$ cat src/hdl/ppc_pkg.sv
`default_nettype none
package ppc_pkg;

    localparam int ANGLE_BITS_DEF = 16;
    localparam int COORD_BITS_DEF = 32;
    localparam int CORDIC_STEPS   = 24;

    localparam logic [18:0] FWD_OFFSET_RST = 19'd23593;
    localparam logic [9:0]  WP_DIV_RST     = 10'd100;

    localparam logic [1:0] REG_FWD_OFFSET = 2'd0;
    localparam logic [1:0] REG_WP_DIV     = 2'd1;
    localparam logic [1:0] REG_INIT_X     = 2'd2;
    localparam logic [1:0] REG_INIT_Y     = 2'd3;

    typedef struct packed {
        logic [31:0]        timestamp;
        logic               has_waypoint;
        logic signed [31:0] waypoint_x;
        logic signed [31:0] waypoint_y;
        logic               has_pose;
        logic signed [31:0] rear_x;
        logic signed [31:0] rear_y;
        logic signed [15:0] rear_heading;
    } in_item_t;

    typedef struct packed {
        logic [31:0]        stamp_out;
        logic signed [31:0] curvature;
        logic               degenerate;
    } out_item_t;

    // datapath operations issued by the controller
    typedef enum logic [3:0] {
        OP_NONE     = 4'd0,
        OP_LOAD     = 4'd1,
        OP_DIV_INIT = 4'd2,
        OP_DIV_STEP = 4'd3,
        OP_SC_WP    = 4'd4,
        OP_SC_POSE  = 4'd5,
        OP_SC_STEP  = 4'd6,
        OP_SC_DONE  = 4'd7,
        OP_WP_DIFF  = 4'd8,
        OP_WP_MUL   = 4'd9,
        OP_WP_SUM   = 4'd10,
        OP_POSE_MUL = 4'd11,
        OP_POSE_SUM = 4'd12,
        OP_CV_INIT  = 4'd13,
        OP_CV_STEP  = 4'd14,
        OP_CV_DONE  = 4'd15
    } dp_op_t;

    typedef struct packed {
        dp_op_t     op;
        logic [5:0] step;
    } dp_cmd_t;

    typedef struct packed {
        logic has_waypoint;
        logic has_pose;
        logic den_mul_done;
    } dp_stat_t;

    function automatic logic [31:0] atan_entry(input logic [4:0] i);
        logic [31:0] r;
        begin
            unique case (i)
                5'd0:  r = 32'd536870912;
                5'd1:  r = 32'd316933406;
                5'd2:  r = 32'd167458907;
                5'd3:  r = 32'd85004756;
                5'd4:  r = 32'd42667331;
                5'd5:  r = 32'd21354465;
                5'd6:  r = 32'd10679838;
                5'd7:  r = 32'd5340245;
                5'd8:  r = 32'd2670163;
                5'd9:  r = 32'd1335087;
                5'd10: r = 32'd667544;
                5'd11: r = 32'd333772;
                5'd12: r = 32'd166886;
                5'd13: r = 32'd83443;
                5'd14: r = 32'd41722;
                5'd15: r = 32'd20861;
                5'd16: r = 32'd10430;
                5'd17: r = 32'd5215;
                5'd18: r = 32'd2608;
                5'd19: r = 32'd1304;
                5'd20: r = 32'd652;
                5'd21: r = 32'd326;
                5'd22: r = 32'd163;
                5'd23: r = 32'd81;
                default: r = 32'd0;
            endcase
            return r;
        end
    endfunction

endpackage
`default_nettype wire

$ cat src/hdl/ppc_ctrl.sv
`default_nettype none
module ppc_ctrl (
    input  wire logic              aclk,
    input  wire logic              aresetn,
    input  wire logic              s_valid,
    output logic                   s_ready,
    output logic                   m_valid,
    input  wire logic              m_ready,
    input  wire ppc_pkg::dp_stat_t stat,
    output ppc_pkg::dp_cmd_t       cmd
);

    typedef enum logic [11:0] {
        ST_IDLE    = 12'b000000000001,
        ST_DIV     = 12'b000000000010,
        ST_SC_WP   = 12'b000000000100,
        ST_WP_DIFF = 12'b000000001000,
        ST_WP_MUL  = 12'b000000010000,
        ST_WP_SUM  = 12'b000000100000,
        ST_SC_PO   = 12'b000001000000,
        ST_PO_MUL  = 12'b000010000000,
        ST_PO_SUM  = 12'b000100000000,
        ST_CV_INIT = 12'b001000000000,
        ST_CV      = 12'b010000000000,
        ST_OUT     = 12'b100000000000
    } state_t;

    state_t     state_reg, state_next;
    logic [5:0] cnt_reg, cnt_next;

    assign s_ready = (state_reg == ST_IDLE);
    assign m_valid = (state_reg == ST_OUT);

    always_comb begin
        state_next = state_reg;
        cnt_next   = cnt_reg + 6'd1;
        cmd.op     = ppc_pkg::OP_NONE;
        cmd.step   = cnt_reg;
        unique case (state_reg)
            ST_IDLE: begin
                cnt_next = '0;
                if (s_valid) begin
                    cmd.op     = ppc_pkg::OP_LOAD;
                    state_next = ST_DIV;
                end
            end
            ST_DIV: begin
                // 32 restoring steps after an init step; both axes in parallel
                if (!stat.has_waypoint) begin
                    state_next = ST_SC_PO;
                    cnt_next   = '0;
                end else if (cnt_reg == 6'd0) begin
                    cmd.op = ppc_pkg::OP_DIV_INIT;
                end else begin
                    cmd.op = ppc_pkg::OP_DIV_STEP;
                    if (cnt_reg == 6'd32) begin
                        state_next = ST_SC_WP;
                        cnt_next   = '0;
                    end
                end
            end
            ST_SC_WP, ST_SC_PO: begin
                if (cnt_reg == 6'd0) begin
                    cmd.op = (state_reg == ST_SC_WP) ? ppc_pkg::OP_SC_WP
                                                     : ppc_pkg::OP_SC_POSE;
                    if (state_reg == ST_SC_PO && !stat.has_pose) begin
                        cmd.op     = ppc_pkg::OP_NONE;
                        state_next = ST_CV_INIT;
                    end
                end else if (cnt_reg <= 6'd24) begin
                    cmd.op   = ppc_pkg::OP_SC_STEP;
                    cmd.step = cnt_reg - 6'd1;
                end else begin
                    cmd.op     = ppc_pkg::OP_SC_DONE;
                    state_next = (state_reg == ST_SC_WP) ? ST_WP_DIFF : ST_PO_MUL;
                end
            end
            ST_WP_DIFF: begin
                cmd.op     = ppc_pkg::OP_WP_DIFF;
                state_next = ST_WP_MUL;
            end
            ST_WP_MUL: begin
                cmd.op     = ppc_pkg::OP_WP_MUL;
                state_next = ST_WP_SUM;
            end
            ST_WP_SUM: begin
                cmd.op     = ppc_pkg::OP_WP_SUM;
                state_next = ST_SC_PO;
                cnt_next   = '0;
            end
            ST_PO_MUL: begin
                cmd.op     = ppc_pkg::OP_POSE_MUL;
                state_next = ST_PO_SUM;
            end
            ST_PO_SUM: begin
                cmd.op     = ppc_pkg::OP_POSE_SUM;
                state_next = ST_CV_INIT;
            end
            ST_CV_INIT: begin
                // squares are formed over the mph_reg phases; wait for den_mul_done
                cmd.op = ppc_pkg::OP_CV_INIT;
                if (stat.den_mul_done) begin
                    state_next = ST_CV;
                    cnt_next   = '0;
                end
            end
            ST_CV: begin
                if (cnt_reg <= 6'd31) begin
                    cmd.op   = ppc_pkg::OP_CV_STEP;
                    cmd.step = 6'd31 - cnt_reg;
                end else begin
                    cmd.op     = ppc_pkg::OP_CV_DONE;
                    state_next = ST_OUT;
                end
            end
            ST_OUT: begin
                if (m_ready) state_next = ST_IDLE;
            end
            default: state_next = ST_IDLE;
        endcase
    end

    always_ff @(posedge aclk) begin
        if (!aresetn) begin
            state_reg <= ST_IDLE;
            cnt_reg   <= '0;
        end else begin
            state_reg <= state_next;
            cnt_reg   <= cnt_next;
        end
    end

endmodule
`default_nettype wire

$ cat config.mk
export PLATFORM = sky130hd
export DESIGN_NAME = ppc_ctrl
export DESIGN_NICKNAME = d
export VERILOG_FILES = /design/src/hdl/ppc_pkg.sv /design/src/hdl/ppc_ctrl.sv
export SDC_FILE = /design/constraint.sdc
export NUM_CORES = 1
export LEC_CHECK = 0
export ABC_AREA = 1
export CORE_AREA = 4 4 60 62
export DETAILED_ROUTE_END_ITERATION = 12
export DIE_AREA = 0 0 64 66
export DONT_BUFFER_PORTS = 1
export PLACE_DENSITY = 0.64
export SYNTH_ARGS = -nofsm -noshare
export SYNTH_HDL_FRONTEND = slang
export SYNTH_SLANG_ARGS = --single-unit
$ cat constraint.sdc
create_clock -name aclk -period 3.3 [get_ports aclk]
set_clock_uncertainty 0.05 [all_clocks]
set_input_delay 0.33 -clock aclk [delete_from_list [all_inputs] [get_ports aclk]]
set_output_delay 0.33 -clock aclk [all_outputs]
set_load 0.02 [all_outputs]
==> reports/results.md, run 1 <==
* 1 — H-Tree Level Count
* flop — startpoint class of the critical path
* 6 — maximum fanout count along the critical path
* 5.09 — ratio of routed vias to standard cells
* 18 — clock sink count
* output port — nature of the critical path endpoint
* 2 — Cells on Worst Hold Path
* 0 — CTS-repair resized insts
* 33 — Distinct cells, synth
* 15 — maximum number of pins on one net before global-route repair
* sky130_fd_sc_hd__nand2_1 — commonest non-fill, non-tap cell in the layout
* 0.747 — post-route fraction of the period consumed by the critical path
* state_reg[0]$_SDFFE_PN1P_ — destination of the worst register-to-register timing path
* 256 — Final Net Count
* 0.0556 ns — worst slack on hold paths
* 0.000892 µW — Static Leakage
* 1430 µW — Pwr Total
* sky130_fd_sc_hd__clkbuf_4 — library cell used as clock root buffer
* 4 — number of iterations in the first detailed-routing pass
* 313 — Layout fillers
* 6610 µm — global-route wire length before repair
* 4.93% — layout-stage area growth over the synthesis result
* 243 — synthesized instance count
* 253 — number of nets produced by synthesis
* 0.335 — Rel. slew slack
* 0 — IO buf count
* state_reg[11]$_SDFFE_PN0P_ — end point of the most critical hold path
* 2.09 ns — Arrival @ worst endpoint
* 0 — number of remaining DRC errors
* sky130_fd_sc_hd__dfxtp_1 22%, sky130_fd_sc_hd__nand2_1 12%, sky130_fd_sc_hd__inv_1 7.9% — cell types occupying the most area after synthesis
* 0 — antenna violations before repair
* 0 — share of synthesized flip-flops with an asynchronous set or reset
* 12 — flip-flop count of the largest register after layout
* 0 — post-CTS setup buffers
* 3 — clock buffer count from CTS
* 20 — Site Rows
* 0 — number of enable flip-flop cells after synthesis
* 0.834 ns — worst path setup slack after routing
* 285 — number of placed instances, taps included
* 66 µm — Vert. Die Dim
* 0.537 — Initial Utilization
* 9 — cells on worst reg2reg path
* 6.69 µm² — average instance area after synthesis
* 395 µV — worst supply voltage drop on vdd
* 289 — final standard cell count with taps included and fillers excluded
* 0.14 ns — Reg clk slew, reported paths
* 0.171 — layout cell share with drive strength beyond 1
* false — RSZ-0062 raised after global routing
* 0.988 ns — slew at the pin with the worst max-slew slack
* cnt_reg[0]$_SDFF_PN0_ — Reg2Reg Launch Point
* 0 — Setup violations, final
* 0.222 — area share of the leading cell type in the synthesized netlist
* aresetn — beginning of the worst hold path
* 102 — DRC violation total after the first TritonRoute iteration
* 0 — Hold Violations, Final
* 2.92 ns — worst endpoint required time
* 1472 — via count
* 0 — pins over their slew limit
* 1.21 ns — worst setup timing slack at the placement stage
* 18 — register bit total from synthesis
* done — clock tree from TritonCTS
* 0 — total congestion overflow
* in -> reg — worst min-delay path category
* 360 µm² — Sequential cell area
* 0.933 — Final GP Congestion
* 0.406 GHz — highest clock rate
* 19 — number of primary I/O pins
* 0.00303 mm² — Core Area
* 0 ns — final-layout setup total negative slack
* 0.32 ns — latest clock arrival within the worst-skew pair
* 2 — Longest Clk Path Bufs
* sky130_fd_sc_hd__dfxtp_1 — cell taking the most area after synthesis
* 64 µm — die extent in x
* 0 — yosys synthesis warning count
* 2.47 ns — Min Clock Period, post-route
* 0.200 — GRT Resource Usage Total
* 0.00422 mm² — Die Outline Area
* 0.00163 mm² — Mapped Area
* 3160 µm — HPWL after detailed placement
* 1.48 ns — slack of the worst reg-to-reg path
* 0 — CTS hold repair buffers
* 0.222 — proportion of synthesized chip area in sequential cells
* 3920 µm — total length of routed wires
* 1435 — via count of the first global-routing pass
* 13.6 µm — detailed-route wire length per cell
* sky130_fd_sc_hd__dfxtp_1 — Main synth FF type
* 0 — number of max-cap violations
* 54 x sky130_fd_sc_hd__nand2_1, 34 x sky130_fd_sc_hd__inv_1, 33 x sky130_fd_sc_hd__nor2_1, 22 x sky130_fd_sc_hd__nand3_1, 18 x sky130_fd_sc_hd__dfxtp_1 — top library cells by usage in the layout, fill and taps aside
* 0 — residual antenna-violating net count after detailed routing
* 841 mW/mm² — power per cell area
* completed — run status
* 0 — number of antenna diodes
* reg -> out — type of the setup path with the least slack
* 0.00111 mm² — area used by multi-input combinational logic
-- worst max-delay path by stage --
stage / start / endpoint / cells past startpoint / slack, ns
finish: state_reg[2]$_SDFFE_PN0P_ / cmd[5] / 9 / 0.83
global route: state_reg[9]$_SDFFE_PN0P_ / cmd[5] / 9 / 0.65
CTS: cnt_reg[0]$_SDFF_PN0_ / cmd[0] / 8 / 0.84
detailed placement: cnt_reg[0]$_SDFF_PN0_ / cmd[0] / 8 / 1.21
global placement: state_reg[4]$_SDFFE_PN0P_ / cmd[5] / 9 / 1.20
floorplan: cnt_reg[0]$_SDFF_PN0_ / cmd[0] / 8 / 1.37
-- routing by layer --
| metal | global-route usage | up-vias | wire length (µm) | share of wire |
|---|---|---|---|---|
| met1 | 0.240 | 658 | 1830 | 0.47 |
| met2 | 0.359 | 31 | 1920 | 0.49 |
| met5 | 0 | - | 0 | 0 |
| met3 | 0.0306 | 8 | 103 | 0.026 |
| li1 | - | 775 | - | - |
| met4 | 0.0728 | 0 | 67 | 0.017 |
-- power by group --
| group | switching, µW | internal, µW |
|---|---|---|
| registers | 52.6 | 263 |
| logic | 665 | 302 |
| clock network | 83.3 | 67.3 |
-- area by class of cell --
| type | instances | area share |
|---|---|---|
| inverters | 37 | 0.0814 |
| multi-input cells | 186 | 0.654 |
| well taps | 44 | 0.0323 |
| flip-flops and latches | 18 | 0.211 |
| clock buffers | 4 | 0.0213 |
-- kinds of logic (layout without fill, tap and decap cells) --
| group | count (synthesis) | count (layout) | share of synthesized area |
|---|---|---|---|
| buffers and inverters | 39 | 41 | 0.0924 |
| AND/OR/NAND/NOR | 159 | 159 | 0.563 |
| AO/OA/AOI/OAI | 17 | 17 | 0.0624 |
| adder cells (fa/ha/maj) | 3 | 3 | 0.0231 |
| flip-flops | 18 | 18 | 0.222 |
| XOR/XNOR | 7 | 7 | 0.0377 |
-- critical path: stages, from the launching register on --
cell and delay, ns:
sky130_fd_sc_hd__dfxtp_1 0.37, sky130_fd_sc_hd__nor2_2 0.15, sky130_fd_sc_hd__nand2_2 0.13, sky130_fd_sc_hd__nor2_4 0.18
sky130_fd_sc_hd__nand2_1 0.18, sky130_fd_sc_hd__nor2_1 0.17, sky130_fd_sc_hd__inv_1 0.06, sky130_fd_sc_hd__nand2_1 0.08
sky130_fd_sc_hd__o21ai_1 0.06, sky130_fd_sc_hd__a21oi_1 0.38
-- Yosys cell counts, types with 2 or more instances --
cell,number
sky130_fd_sc_hd__nand2_1,54
sky130_fd_sc_hd__ha_1,3
sky130_fd_sc_hd__nand2_2,6
sky130_fd_sc_hd__xor2_1,6
sky130_fd_sc_hd__nand3b_1,6
sky130_fd_sc_hd__o21ai_1,2
sky130_fd_sc_hd__nand3_4,2
sky130_fd_sc_hd__nor2_2,6
sky130_fd_sc_hd__nor2_8,3
sky130_fd_sc_hd__inv_1,34
sky130_fd_sc_hd__nand3_1,22
sky130_fd_sc_hd__nand2_4,6
sky130_fd_sc_hd__nand3_2,4
sky130_fd_sc_hd__nor2_4,5
sky130_fd_sc_hd__inv_2,3
sky130_fd_sc_hd__nand4_1,3
sky130_fd_sc_hd__o211ai_1,2
sky130_fd_sc_hd__o21ai_0,4
sky130_fd_sc_hd__dfxtp_1,18
sky130_fd_sc_hd__nor2_1,33
sky130_fd_sc_hd__nor3_1,5
sky130_fd_sc_hd__a21oi_1,5
-- through the flow --
stage	utilization	area (µm²)
after detailed placement	0.551	1670
after global routing	0.563	1710
final	0.563	1710
after CTS	0.563	1710
after floorplan	-	1630
after global placement	0.551	1670
(Power assumes the default switching activity.)
==> inputs of run 2 (changes only) <==
==> constraint.sdc (replaced) <==
create_clock -name aclk -period 2.4 [get_ports aclk]
set_clock_uncertainty 0.05 [all_clocks]
set_input_delay 0.24 -clock aclk [delete_from_list [all_inputs] [get_ports aclk]]
set_output_delay 0.24 -clock aclk [all_outputs]
set_load 0.02 [all_outputs]
==> reports/results.md, run 2 (synthesis results as in run 1) <==
* 3190 µm — HPWL after detailed placement, was 3160 µm
* 0.956 — post-route fraction of the period consumed by the critical path
* 2.29 ns — Min Clock Period, post-route
* 7 — maximum fanout count along the critical path, was 6
* completed — run status, unchanged
* sky130_fd_sc_hd__nand2_1 — commonest non-fill, non-tap cell in the layout, unchanged
* 14.0 µm — detailed-route wire length per cell, was 13.6 µm
* 545 µV — worst supply voltage drop on vdd, was 395 µV
* 0.537 — Initial Utilization, unchanged
* 0.32 ns — latest clock arrival within the worst-skew pair, about the same
* 1452 — via count of the first global-routing pass, was 1435
* true — RSZ-0062 raised after global routing, was false
* 0.11 ns — Reg clk slew, reported paths, was 0.14 ns
* 0 — Setup violations, final, unchanged
* 2 — Cells on Worst Hold Path, unchanged
* output port — nature of the critical path endpoint, unchanged
* 4 — number of iterations in the first detailed-routing pass, unchanged
* 64 µm — die extent in x, unchanged
* 0 — number of antenna diodes, unchanged
* flop — startpoint class of the critical path, unchanged
* 3 — clock buffer count from CTS, unchanged
* 317 — Layout fillers, was 313
* 1150 mW/mm² — power per cell area, was 841 mW/mm²
* 1 — H-Tree Level Count, unchanged
* 0 — antenna violations before repair, unchanged
* 54 x sky130_fd_sc_hd__nand2_1, 34 x sky130_fd_sc_hd__inv_1, 33 x sky130_fd_sc_hd__nor2_1, 22 x sky130_fd_sc_hd__nand3_1, 18 x sky130_fd_sc_hd__dfxtp_1 — top library cells by usage in the layout, fill and taps aside, unchanged
* 0 — total congestion overflow, unchanged
* 0.000903 µW — Static Leakage, was 0.000892 µW
* 18 — clock sink count, unchanged
* 1 — number of buffer and inverter stages on the critical path, unchanged
* aresetn — beginning of the worst hold path, unchanged
* 0.53 ns — slack of the worst reg-to-reg path, was 1.48 ns
* sky130_fd_sc_hd__clkbuf_4 — library cell used as clock root buffer, unchanged
* reg -> out — type of the setup path with the least slack, unchanged
* done — clock tree from TritonCTS, unchanged
* 0.943 — Final GP Congestion, was 0.933
* 0 — IO buf count, unchanged
* 0.45 ns — CP peak stage delay, was 0.38 ns
* state_reg[3]$_SDFFE_PN0P_ — destination of the worst register-to-register timing path, was state_reg[0]$_SDFFE_PN1P_
* 6940 µm — global-route wire length before repair, was 6610 µm
* 20 — Site Rows, unchanged
* 2000 µW — Pwr Total, was 1430 µW
* 0.213 — GRT Resource Usage Total, was 0.200
* 11 — maximum number of pins on one net before global-route repair, was 15
* 66 µm — Vert. Die Dim, unchanged
* inv_1 > ha_1 > nand2_2 > nor2_8 > nor2_2 > nand2_4 > nand2_1 > xor2_2 — cell-by-cell trace of the critical path, was nor2_2 > nand2_2 > nor2_4 > nand2_1 > nor2_1 > inv_1 > nand2_1 > o21ai_1 > a21oi_1
* 0.00113 mm² — area used by multi-input combinational logic, was 0.00111 mm²
* 1510 — via count, was 1472
* 0.186 — layout cell share with drive strength beyond 1, was 0.171
* 9 — cells on worst reg2reg path, unchanged
* 0.436 GHz — highest clock rate
* cnt_reg[0]$_SDFF_PN0_ — Reg2Reg Launch Point, unchanged
* 19 — number of primary I/O pins, unchanged
* 90 — DRC violation total after the first TritonRoute iteration, was 102
* 0 — number of remaining DRC errors, unchanged
* in -> reg — worst min-delay path category, unchanged
* 0 — pins over their slew limit, unchanged
* sky130_fd_sc_hd__dfxtp_1 — library cell contributing the largest single delay on the critical path, was sky130_fd_sc_hd__a21oi_1
* 360 µm² — Sequential cell area, unchanged
* 0 — Hold Violations, Final, unchanged
* 0.608 — Rel. slew slack, was 0.335
* 2.11 ns — worst endpoint required time, was 2.92 ns
* 12 — flip-flop count of the largest register after layout, unchanged
* 5.19 — ratio of routed vias to standard cells, was 5.09
* 0.390 ns — worst setup timing slack at the placement stage, was 1.21 ns
* 4070 µm — total length of routed wires, was 3920 µm
* 258 — Final Net Count, was 256
* 2.00 ns — Arrival @ worst endpoint, was 2.09 ns
* 0.00422 mm² — Die Outline Area, unchanged
* 7.08% — layout-stage area growth over the synthesis result, was 4.93%
* 0 — residual antenna-violating net count after detailed routing, unchanged
* 2 — Longest Clk Path Bufs, unchanged
* simple AND/OR/NAND/NOR gates — Top delay family on crit path, unchanged
* 0.00303 mm² — Core Area, unchanged
* 0.588 ns — slew at the pin with the worst max-slew slack, was 0.988 ns
* state_reg[4]$_SDFFE_PN0P_ — end point of the most critical hold path, was state_reg[11]$_SDFFE_PN0P_
* 0.106 ns — worst path setup slack after routing, was 0.834 ns
* 0 — number of max-cap violations, unchanged
run 2: cell type report:
| cell class | count | area share |
|---|---|---|
| flip-flops and latches | 18 | 0.207 |
| clock buffers | 4 | 0.0208 |
| inverters | 37 | 0.0798 |
| multi-input cells | 186 | 0.651 |
| well taps | 44 | 0.0316 |
| repair buffers | 2 | 0.0101 |
run 2: routing by layer:
layer | vias to the layer above | routed length [µm] | GRT usage | part of all wire
met2 | 49 | 1910 | 0.352 | 0.47
met1 | 674 | 1860 | 0.274 | 0.46
met4 | 0 | 104 | 0.0970 | 0.026
met5 | - | 0 | 0 | 0
li1 | 778 | - | - | -
met3 | 9 | 203 | 0.0272 | 0.050
run 2: per-stage QoR:
step / instances / hold WS (ns) / utilization / setup TNS [ns] / instance area [µm²]
2_1_floorplan: 243 / 0.311 / - / 0 / 1630
3_3_place_gp: 286 / 0.301 / 0.554 / 0 / 1680
3_5_place_dp: 286 / 0.298 / 0.554 / 0 / 1680
4_1_cts: 291 / 0.000846 / 0.569 / 0 / 1720
5_1_grt: 291 / 0.00867 / 0.575 / -0.0234 / 1740
6_report: 291 / 0.00285 / 0.575 / 0 / 1740
run 2: worst max-delay path by stage:
stage	startpoint	endpoint	slack (ns)	depth (start not counted)
4_1_cts	state_reg[4]$_SDFFE_PN0P_	cmd[5]	0.03	9
2_1_floorplan	cnt_reg[0]$_SDFF_PN0_	cmd[0]	0.56	8
6_report	cnt_reg[0]$_SDFF_PN0_	cmd[0]	0.11	8
3_3_place_gp	state_reg[4]$_SDFFE_PN0P_	cmd[5]	0.39	9
5_1_grt	cnt_reg[0]$_SDFF_PN0_	cmd[0]	-0.02	8
3_5_place_dp	state_reg[4]$_SDFFE_PN0P_	cmd[5]	0.39	9
run 2: worst reg2reg max path, stage by stage, from the launching register on:
cell and delay (ns):
sky130_fd_sc_hd__dfxtp_1 0.45, sky130_fd_sc_hd__inv_1 0.13, sky130_fd_sc_hd__ha_1 0.22, sky130_fd_sc_hd__nand2_2 0.12
sky130_fd_sc_hd__nor2_8 0.06, sky130_fd_sc_hd__nand4_1 0.18, sky130_fd_sc_hd__nand3_2 0.12, sky130_fd_sc_hd__nor2_4 0.28
sky130_fd_sc_hd__nand3_1 0.12, sky130_fd_sc_hd__inv_1 0.08
run 2: power by group:
part	switching, µW	internal [µW]	total (µW)
clock	111	92.9	204
sequential	70.2	362	432
combinational	939	428	1370
run 2: what timing repair did:
action,4_1_cts,5_1_grt
resized for setup,0,3
hold buffers,1,0
buffers inserted,0,0
setup endpoints to repair,0,2
hold endpoints to repair,9,0
